**src/rtl/io_status_frame_receiver_core_defines.svh**
```systemverilog
// Assertion helpers used by the receiver frame checker.
// Both expect aclk and aresetn in scope.
`ifndef IO_STATUS_FRAME_RECEIVER_CORE_DEFINES_SVH
`define IO_STATUS_FRAME_RECEIVER_CORE_DEFINES_SVH

// Same-cycle implication
`define ISFR_ASSERT_NOW(lbl, ante, cons, msg) \
    lbl: assert property (@(posedge aclk) disable iff (!aresetn) (ante) |-> (cons)) \
        else $error(msg);

// Next-cycle implication
`define ISFR_ASSERT_NEXT(lbl, ante, cons, msg) \
    lbl: assert property (@(posedge aclk) disable iff (!aresetn) (ante) |=> (cons)) \
        else $error(msg);

`endif

```
**src/rtl/isfr_pkg.sv**
```systemverilog
package isfr_pkg;

    // One received word as held in the input register
    typedef struct packed {
        logic [7:0] rx_byte;
        logic       frame_end;
    } word_t;

    typedef enum logic [2:0] {
        ST_OK_SAME    = 3'd0,
        ST_OK_CHANGED = 3'd1,
        ST_BAD_LENGTH = 3'd2,
        ST_BAD_HEADER = 3'd3,
        ST_BAD_CRC    = 3'd4
    } status_t;

    localparam logic [3:0]  FRAME_LEN     = 4'd7;
    localparam logic [3:0]  POS_SAT       = 4'd8;
    localparam logic [3:0]  CRC_END_POS   = 4'd5;
    localparam logic [7:0]  FUNC_CODE     = 8'h01;
    localparam logic [7:0]  BYTE_COUNT    = 8'h02;
    localparam logic [7:0]  ADDR_RESET    = 8'h63;
    localparam logic [15:0] CRC_INIT      = 16'hFFFF;
    localparam logic [15:0] CRC_POLY      = 16'hA001;

    // CRC-16/MODBUS update by one byte, reflected form
    function automatic logic [15:0] crc16_byte(input logic [15:0] crc_in,
                                               input logic [7:0]  data);
        logic [15:0] c;
        c = crc_in ^ {8'h00, data};
        for (int i = 0; i < 8; i++) begin
            if (c[0]) begin
                c = (c >> 1) ^ CRC_POLY;
            end else begin
                c = c >> 1;
            end
        end
        return c;
    endfunction

endpackage

```
**src/rtl/isfr_in_stage.sv**
```systemverilog
module isfr_in_stage (
    input  logic                aclk,
    input  logic                aresetn,
    input  logic                s_axis_tvalid,
    output logic                s_axis_tready,
    input  logic [7:0]          s_axis_tdata,   // [7:0] rx_byte
    input  logic                s_axis_tlast,
    output logic                word_valid,
    output isfr_pkg::word_t     word,
    input  logic                word_take
);

    logic            in_valid_reg;
    logic            in_valid_next;
    isfr_pkg::word_t in_word_reg;
    logic            load;

    // Take a new word when the register is empty or drains this cycle
    assign s_axis_tready = !in_valid_reg || word_take;
    assign load          = s_axis_tvalid && s_axis_tready;

    always_comb begin
        if (load) begin
            in_valid_next = 1'b1;
        end else if (word_take) begin
            in_valid_next = 1'b0;
        end else begin
            in_valid_next = in_valid_reg;
        end
    end

    always_ff @(posedge aclk) begin
        if (!aresetn) begin
            in_valid_reg <= 1'b0;
        end else begin
            in_valid_reg <= in_valid_next;
        end
    end

    // Capture payload
    always_ff @(posedge aclk) begin
        if (load) begin
            in_word_reg.rx_byte   <= s_axis_tdata;
            in_word_reg.frame_end <= s_axis_tlast;
        end
    end

    assign word_valid = in_valid_reg;
    assign word       = in_word_reg;

endmodule

```
**src/rtl/isfr_frame_check.sv**
```systemverilog
`include "io_status_frame_receiver_core_defines.svh"

module isfr_frame_check (
    input  logic                aclk,
    input  logic                aresetn,
    input  logic [7:0]          device_address,
    input  logic                word_valid,
    input  isfr_pkg::word_t     word,
    output logic                word_take,
    output logic                m_axis_tvalid,
    input  logic                m_axis_tready,
    output logic [15:0]         m_axis_tdata    // [2:0] status, [10:3] input_bits
);

    // Per-frame state
    logic [3:0]  pos_reg,      pos_next,      pos_step;
    logic [15:0] crc_reg,      crc_next,      crc_step;
    logic        hdr_good_reg, hdr_good_next, hdr_step;
    logic [7:0]  cap_reg,      cap_next,      cap_step;
    logic [7:0]  crc_lo_reg,   crc_lo_next,   lo_step;
    logic [7:0]  crc_hi_reg,   crc_hi_next,   hi_step;
    logic [7:0]  last_in_reg,  last_in_next;

    // Result register
    logic              m_valid_reg, m_valid_next;
    isfr_pkg::status_t m_status_reg, status_next;
    logic [7:0]        m_bits_reg;

    logic out_ready;
    logic result_load;

    assign out_ready   = !m_valid_reg || m_axis_tready;
    assign word_take   = word_valid && (!word.frame_end || out_ready);
    assign result_load = word_take && word.frame_end;

    // Fold the current word into the frame state
    always_comb begin
        hdr_step = hdr_good_reg;
        cap_step = cap_reg;
        lo_step  = crc_lo_reg;
        hi_step  = crc_hi_reg;
        unique case (pos_reg)
            4'd0: if (word.rx_byte != device_address) hdr_step = 1'b0;
            4'd1: if (word.rx_byte != isfr_pkg::FUNC_CODE) hdr_step = 1'b0;
            4'd2: if (word.rx_byte != isfr_pkg::BYTE_COUNT) hdr_step = 1'b0;
            4'd3: cap_step = word.rx_byte;
            4'd5: lo_step = word.rx_byte;
            4'd6: hi_step = word.rx_byte;
            default: ;
        endcase
        crc_step = (pos_reg < isfr_pkg::CRC_END_POS) ?
                   isfr_pkg::crc16_byte(crc_reg, word.rx_byte) : crc_reg;
        pos_step = (pos_reg < isfr_pkg::POS_SAT) ? 4'(pos_reg + 4'd1) : pos_reg;
    end

    // Classify the frame at its last word
    always_comb begin
        last_in_next = last_in_reg;
        priority if (pos_step != isfr_pkg::FRAME_LEN) begin
            status_next = isfr_pkg::ST_BAD_LENGTH;
        end else if (!hdr_step) begin
            status_next = isfr_pkg::ST_BAD_HEADER;
        end else if (crc_step != {hi_step, lo_step}) begin
            status_next = isfr_pkg::ST_BAD_CRC;
        end else if (cap_step != last_in_reg) begin
            status_next  = isfr_pkg::ST_OK_CHANGED;
            last_in_next = cap_step;
        end else begin
            status_next = isfr_pkg::ST_OK_SAME;
        end
    end

    // Advance or clear the frame state
    always_comb begin
        pos_next      = pos_reg;
        crc_next      = crc_reg;
        hdr_good_next = hdr_good_reg;
        cap_next      = cap_reg;
        crc_lo_next   = crc_lo_reg;
        crc_hi_next   = crc_hi_reg;
        if (result_load) begin
            pos_next      = '0;
            crc_next      = isfr_pkg::CRC_INIT;
            hdr_good_next = 1'b1;
            cap_next      = '0;
            crc_lo_next   = '0;
            crc_hi_next   = '0;
        end else if (word_take) begin
            pos_next      = pos_step;
            crc_next      = crc_step;
            hdr_good_next = hdr_step;
            cap_next      = cap_step;
            crc_lo_next   = lo_step;
            crc_hi_next   = hi_step;
        end
    end

    always_comb begin
        if (result_load) begin
            m_valid_next = 1'b1;
        end else if (m_axis_tready) begin
            m_valid_next = 1'b0;
        end else begin
            m_valid_next = m_valid_reg;
        end
    end

    always_ff @(posedge aclk) begin
        if (!aresetn) begin
            pos_reg      <= '0;
            crc_reg      <= isfr_pkg::CRC_INIT;
            hdr_good_reg <= 1'b1;
            cap_reg      <= '0;
            crc_lo_reg   <= '0;
            crc_hi_reg   <= '0;
            last_in_reg  <= '0;
            m_valid_reg  <= 1'b0;
        end else begin
            pos_reg      <= pos_next;
            crc_reg      <= crc_next;
            hdr_good_reg <= hdr_good_next;
            cap_reg      <= cap_next;
            crc_lo_reg   <= crc_lo_next;
            crc_hi_reg   <= crc_hi_next;
            last_in_reg  <= result_load ? last_in_next : last_in_reg;
            m_valid_reg  <= m_valid_next;
        end
    end

    // Load result payload
    always_ff @(posedge aclk) begin
        if (result_load) begin
            m_status_reg <= status_next;
            m_bits_reg   <= last_in_next;
        end
    end

    assign m_axis_tvalid = m_valid_reg;
    assign m_axis_tdata  = {5'b00000, m_bits_reg, m_status_reg};

    `ISFR_ASSERT_NOW(a_pos_saturates, 1'b1, pos_reg <= isfr_pkg::POS_SAT,
        "byte position ran past saturation")
    `ISFR_ASSERT_NEXT(a_clear_after_result, result_load,
        pos_reg == 4'd0 && crc_reg == isfr_pkg::CRC_INIT && hdr_good_reg,
        "frame state not cleared after result")
    `ISFR_ASSERT_NEXT(a_changed_updates_last,
        result_load && status_next == isfr_pkg::ST_OK_CHANGED,
        last_in_reg != $past(last_in_reg) && m_bits_reg == last_in_reg,
        "changed status without new input byte")

endmodule

```
**src/rtl/io_status_frame_receiver_core.sv**
```systemverilog
// Status frame receiver: checks 7-byte read-coils style responses.
// Input channel s_axis: one received byte per word in tdata[7:0]; tlast
//   marks the last byte of a received chunk.
// Result channel m_axis: one word per chunk end; tdata[2:0] status
//   (0 ok same, 1 ok changed, 2 wrong length, 3 header mismatch,
//   4 CRC mismatch), tdata[10:3] last accepted input byte.
// cfg_wr_en / cfg_wr_data write the expected device address (reset 0x63);
//   write it only while no chunk is in progress.
// A result reaches m_axis through the input register, then the result
//   register, after the last byte of the chunk is accepted.
// Throughput: one byte per cycle while no chunk end waits on m_axis;
//   a byte-wide CRC update sits between input and frame state registers.
// Reset clears the chunk state, the remembered input byte (to 0) and both
//   valid flags, and returns the address register to 0x63.
// When m_axis stalls, bytes that do not end a chunk keep flowing; a chunk
//   end waits in the input register until the result register frees.
module io_status_frame_receiver_core (
    input  logic        aclk,
    input  logic        aresetn,
    input  logic        cfg_wr_en,
    input  logic [7:0]  cfg_wr_data,
    input  logic        s_axis_tvalid,
    output logic        s_axis_tready,
    input  logic [7:0]  s_axis_tdata,   // [7:0] rx_byte
    input  logic        s_axis_tlast,   // frame_end
    output logic        m_axis_tvalid,
    input  logic        m_axis_tready,
    output logic [15:0] m_axis_tdata    // [2:0] status, [10:3] input_bits
);

    logic [7:0]      dev_addr_reg;
    logic            word_valid;
    logic            word_take;
    isfr_pkg::word_t word;

    // Hold the expected device address
    always_ff @(posedge aclk) begin
        if (!aresetn) begin
            dev_addr_reg <= isfr_pkg::ADDR_RESET;
        end else if (cfg_wr_en) begin
            dev_addr_reg <= cfg_wr_data;
        end
    end

    isfr_in_stage u_in_stage (
        .aclk          (aclk),
        .aresetn       (aresetn),
        .s_axis_tvalid (s_axis_tvalid),
        .s_axis_tready (s_axis_tready),
        .s_axis_tdata  (s_axis_tdata),
        .s_axis_tlast  (s_axis_tlast),
        .word_valid    (word_valid),
        .word          (word),
        .word_take     (word_take)
    );

    isfr_frame_check u_frame_check (
        .aclk           (aclk),
        .aresetn        (aresetn),
        .device_address (dev_addr_reg),
        .word_valid     (word_valid),
        .word           (word),
        .word_take      (word_take),
        .m_axis_tvalid  (m_axis_tvalid),
        .m_axis_tready  (m_axis_tready),
        .m_axis_tdata   (m_axis_tdata)
    );

endmodule
```
**config.mk**
```make
export PLATFORM = sky130hd
export DESIGN_NAME = io_status_frame_receiver_core
export DESIGN_NICKNAME = d
export VERILOG_FILES = /design/src/rtl/isfr_pkg.sv /design/src/rtl/isfr_in_stage.sv /design/src/rtl/isfr_frame_check.sv /design/src/rtl/io_status_frame_receiver_core.sv
export VERILOG_INCLUDE_DIRS = /design/src /design/src/rtl
export SDC_FILE = /design/constraint.sdc
export NUM_CORES = 1
export LEC_CHECK = 0
export ABC_AREA = 1
export BUFFER_PORTS_ARGS = -buffer_cell sky130_fd_sc_hd__buf_2
export CORE_MARGIN = 1.5
export CORE_UTILIZATION = 50
export CTS_CLUSTER_DIAMETER = 200
export DETAILED_ROUTE_END_ITERATION = 6
export PLACE_DENSITY = 0.68
export RECOVER_POWER = 25
export SETUP_SLACK_MARGIN = 0.2
export SLEW_MARGIN = 10
export SYNTH_ARGS = -nofsm -noshare
export SYNTH_HDL_FRONTEND = slang
export SYNTH_HIERARCHICAL = 1
export SYNTH_SLANG_ARGS = --single-unit
```
**constraint.sdc**
```tcl
create_clock -name aclk -period 2.65 [get_ports aclk]
set_clock_uncertainty 0.15 [all_clocks]
set_input_delay 0.53 -clock aclk [delete_from_list [all_inputs] [get_ports aclk]]
set_output_delay 0.53 -clock aclk [all_outputs]
set_load 0.02 [all_outputs]
```
Word level (Yosys, flattened, before mapping). Cells that the tools add are included. Widths: inputs -> output; s select.

Word-level logic and storage cells: 82. Register bits after elaboration: 83. Output and inout bits: 18. Input bits: 22.

Multiplexer cells: 28. Reduce and logical (&&, ||, !) cells: 14. $add $sub $neg: 1. Order comparisons: 2. Equality and inequality tests: 11. Bitwise operators: 11.

Operators by type and width (count): $mux 16 (9); $mux 8 (7); $not 2->3 (8); $ne 16x16->1 (1); $ne 8x8->1 (2); $xor 16x8->16 (1); $mux 1 (9); $eq 4x2->1 const B (2); $eq 4x3->1 const B (2); $ne 8x1->1 const B (1); $ne 8x2->1 const B (1); $add 4x1->4 const B (1); $eq 4x1->1 const B (1); $logic_not 4->1 (1); $lt 4x3->1 const B (1); $lt 4x4->1 const B (1); $mux 4 (1); $ne 4x3->1 const B (1); $reduce_bool 2->1 (2); $reduce_or 2->1 (2); $logic_and 1x1->1 (3); $logic_not 1->1 (3); $logic_or 1x1->1 (3); $mux 3 (1); other kinds (2) (3).

Longest topological paths before layout.
Depth in word-level cells: 22. Mapped depth: 23. Depth with buffers taken out: 22.

By module. The synthesis kept the hierarchy.

Modules (own cells, without submodules): isfr_frame_check (cells an instance 641, seq. area each 1411.4 um^2, times used 1, area an instance 4194.0 um^2); isfr_in_stage (cells an instance 16, seq. area each 290.3 um^2, times used 1, area an instance 321.6 um^2); io_status_frame_receiver_core (cells an instance 43, seq. area each 160.2 um^2, times used 1, area an instance 305.3 um^2).

Least setup slack after synthesis. No wires, ideal clock.

Path kind: reg-to-reg. Start point: register u_frame_check.pos_reg[0]. End point: register u_frame_check.m_bits_reg[0] (data pin). Stages on the path, launching flop included: 22. Data arrival time: 2.240 ns. Required time: 2.245 ns. Period minus slack after synthesis: 2.645 ns. Library setup time: 0.255 ns. Setup slack: 0.005 ns. Path buffers: 2. Cells stage by stage: dfxtp_1 > inv_1 > ha_1 > inv_1 > nand2_8 > nand2_4 > buf_6 > nand2_2 > nand2_1 > nand2_1 > nand2_1 > nand3_1 > nor2_1 > nand2_1 > nor2_1 > nand2_1 > nor2_1 > nand3_1 > nor2_2 > buf_6 > nand4_1 > and2_1.

Longest elaborated chain between the ends: 7. Elaborated cells between the ends (all ways): 22. Classes of those cells: add/sub: 1; order compare: 2; eq/ne: 8; mux: 10; reduce/logical: 1.

RTL lines: start, declared (RTL line isfr_frame_check.sv:16) `logic [3:0] pos_reg, pos_next, pos_step;`; start signal, assigned (RTL line isfr_frame_check.sv:119) `pos_reg <= pos_next;`; branches (longest 6 deep; another with $lt 4x3->1); $mux 8 * (RTL line isfr_frame_check.sv:59) `priority if (pos_step != isfr_pkg::FRAME_LEN) begin`; named net u_frame_check.last_in_next[0] (RTL line isfr_frame_check.sv:22) `logic [7:0] last_in_reg, last_in_next;`; end signal, assigned (RTL line isfr_frame_check.sv:134) `m_bits_reg <= last_in_next;`; end, declared (RTL line isfr_frame_check.sv:27) `logic [7:0] m_bits_reg;`.

Mark *: on every way through the listed nets, which the timed path passes. A chain may end at the register's enable or synchronous reset.

Worst setup path after layout.
Start point: register u_frame_check.pos_reg[1]. End point: register u_frame_check.m_bits_reg[4] (data pin).

Same word-level chain as after synthesis.

==> metrics <==
dpl cell area=5630 um2; Top FF cell, synth=dfxtp_1; Pleak=2.98 nW; reg-to-reg slack, setup=-0.29 ns; period utilization=111%; clock root buffer=clkbuf_8; routing usage on met2=around 42%; Arr. time, crit path=3.04 ns; FP Rows=35; fin area=6060 um2; Post-Synth Simple-Gate Area=roughly a third; Max H-tree Level=3; Post-synth top cells=247 x nand2_1, 64 x inv_1, 63 x dfxtp_1; post-synthesis cell count=700; GR Layer Usage met3=4.83%; Crit. Startpoint=u_frame_check/pos_reg[1]$_SDFFE_PP0P_; via count=just under 5000; Synth Area per Inst=6.89 um2; Worst-Margin Slew=between 0.7 and 0.8 ns; largest net degree at the start of global routing=66; DR iter-0 viols=262; layout cells sized above 1=between 20% and 30%; PortBufs=34; crit end category=flop; met1 Use GR=34.6%; I/O pins=40; Routed Antenna Nets=0; Tmin final=between 2 and 3 ns; min-delay src=s_axis_tdata[4]; Diodes inserted=0; RR Startpoint=u_frame_check/pos_reg[1]$_SDFFE_PP0P_; Rel. slew slack=48.9%; Reg2Reg Depth=21; run status=finished with violations; synth top area cells=dfxtp_1 26%, nand2_1 19%, edfxtp_1 12%, a21oi_1 5.6%, inv_1 5.0%; multiplexer share of the synthesized area=0%; DR pass1 iterations=5; CP required=2.75 ns; hold slack final=0.179 ns; DIE WIDTH=about 100 um; Post-DP HPWL=9280 um; setup violators final=18; core footprint=9280 um2; unrepaired setup endpoints after global routing=true; post-synth top area share=roughly a quarter; Critical Path Start Type=flop; setup ws final=-0.294 ns; synth warn=6; most frequent cell after synthesis=nand2_1; final hold vios=0; gr usage total=26.1%; hold buffers post-CTS=0; Initial Utilization=51.9%; Congestion Overflow GR=0; failing checks=setup timing; gr busiest metal=met2; post-synthesis sequential area ratio=38.6%; Clock Latency Late Sink=roughly 0.37 ns; total die area=roughly 10000 um2; synthesized area=just under 5000 um2; synthesized flop and latch total=83; vias per inst=roughly 5.2; Synth-to-Final Area Change=25.6%; final WL=13300 um; clock edge transition at the registers on the reported setup and hold paths=0.10 ns; global-route wire length before repair=20800 um; final count of pins violating max slew=0; height of the die=approximately 100 um; xor/xnor cell area share of the yosys netlist=2.00%; async set or reset register ratio after synthesis=0%; Largest register FFs=16; Synth Area in Compound Gates=13.2%; crit path max fanout=8; Nets=roughly 840; TritonCTS clock tree=built; Final GP Congestion=0.940; Peak VDD IR=365 uV; Fin Setup TNS=-4.17 ns; WL/cell=14.0 um; worst hold path class=in -> reg; Longest Clk Path Bufs=2; Yosys top cell by area=dfxtp_1; Inst Count DP=919; Setup CP Type=reg -> reg; Cells on Worst Hold Path=1; Synth cell types=46; Non-Filler Instances=between 900 and 1000; reg-to-reg critical path endpoint=u_frame_check/m_bits_reg[4]$_DFFE_PP_; CTS Sinks=83; drt drc=0; total CTS buffers=9; largest family of logic cells by synthesized area=simple AND/OR/NAND/NOR gates; Max-Cap Viols=0; Worst Hold End=u_in_stage/word[5]$_DFFE_PP_; vias in the first global route=4519; power per standard cell area=501 nW/um2; post-synthesis adder-cell area fraction=roughly 1.3%; number of flops mapped to enable cells by yosys=20; initial antenna violation count=0; fmax=340 MHz
-- repair_timing --
item / 4_1_cts / 5_1_grt
resized for setup: 13 / 22
cloned: 2 / 1
hold endpoints to repair: 0 / 0
endpoints found under the setup margin: 18 / 19
pin swaps: 4 / 15
setup buffers: 7 / 6
-- logic make-up (layout without fill, tap and decap cells) --
kind of cell             count (synthesis)  count (layout)
AO/OA/AOI/OAI                          117             117
XOR/XNOR                                11              11
adder cells (fa/ha/maj)                  5               5
buffers and inverters                  109             226
flip-flops                              83              83
other                                    1               5
AND/OR/NAND/NOR                        374             375
-- metal layers --
metal	part of all wire (%)	wire [um]	up-vias
li1	-	-	2503
met1	45	5910	2255
met2	47	6260	169
met3	5.6	737	33
met4	2.7	362	0
met5	0	0	-
-- layout by cell type, fill, tap and decap left out, drive strengths merged, types with 8 or more instances in the layout --
| master | count |
|---|---|
| nand4 | 22 |
| nand3 | 50 |
| clkbuf | 16 |
| nor2 | 34 |
| o21ai | 49 |
| buf | 127 |
| edfxtp | 20 |
| a21oi | 55 |
| nand2 | 252 |
| and2 | 8 |
| inv | 80 |
| dfxtp | 63 |
| xor2 | 10 |
-- metrics by stage --
| stage | total power [W] | util [%] | setup slack, ns |
|---|---|---|---|
| 2_1_floorplan | 0.00186 | - | 0.177 |
| 3_3_place_gp | 0.00211 | 60.7 | -0.234 |
| 3_5_place_dp | 0.00213 | 60.7 | -0.320 |
| 4_1_cts | 0.00302 | 64.0 | -0.135 |
| 5_1_grt | 0.00319 | 65.2 | -0.476 |
| 6_report | 0.00303 | 65.2 | -0.294 |
-- layout make-up --
| cell class | instances | area (um2) |
|---|---|---|
| inverter | 76 | 295 |
| clock inverter | 7 | 57.6 |
| multi-input combinational | 513 | 2600 |
| timing repair buffer | 134 | 946 |
| clock buffer | 9 | 124 |
| sequential | 83 | 1870 |
| tap | 129 | 161 |
| fill | 845 | 3230 |
-- how the worst max path moves through the flow --
stage	to	slack, ns	cells past startpoint
3_3_place_gp	u_frame_check/m_bits_reg[5]$_DFFE_PP_	-0.23	20
5_1_grt	u_frame_check/m_bits_reg[1]$_DFFE_PP_	-0.48	21
6_report	u_frame_check/m_bits_reg[4]$_DFFE_PP_	-0.29	21
2_1_floorplan	u_frame_check/m_bits_reg[0]$_DFFE_PP_	0.18	22
4_1_cts	u_frame_check/m_bits_reg[6]$_DFFE_PP_	-0.14	21
3_5_place_dp	u_frame_check/m_bits_reg[5]$_DFFE_PP_	-0.32	20
-- power breakdown --
group | switching, W | total [W] | internal (W) | leakage, nW
logic | 0.000422 | 0.000720 | 0.000298 | 2.18
clock network | 0.000532 | 0.000887 | 0.000355 | 0.0886
registers | 0.0000586 | 0.00143 | 0.00137 | 0.712
-- critical path, stage by stage, from the launching register on --
cell and delay, ns:
dfxtp_4 0.38, inv_4 0.08, ha_4 0.14, inv_4 0.04, nand2_8 0.07, buf_6 0.12
nand3b_1 0.12, nand2_1 0.13, nand2_1 0.07, nand2_1 0.11, nand3_2 0.09, nor2_1 0.13
nand2_1 0.08, nor2_2 0.09, nand2_1 0.06, nor2_1 0.08, nand3_1 0.13, nor2_4 0.19
buf_6 0.15, nand3_4 0.13, nand2_2 0.13, and2_1 0.14
Note: power is estimated with default switching activity, not from simulation.
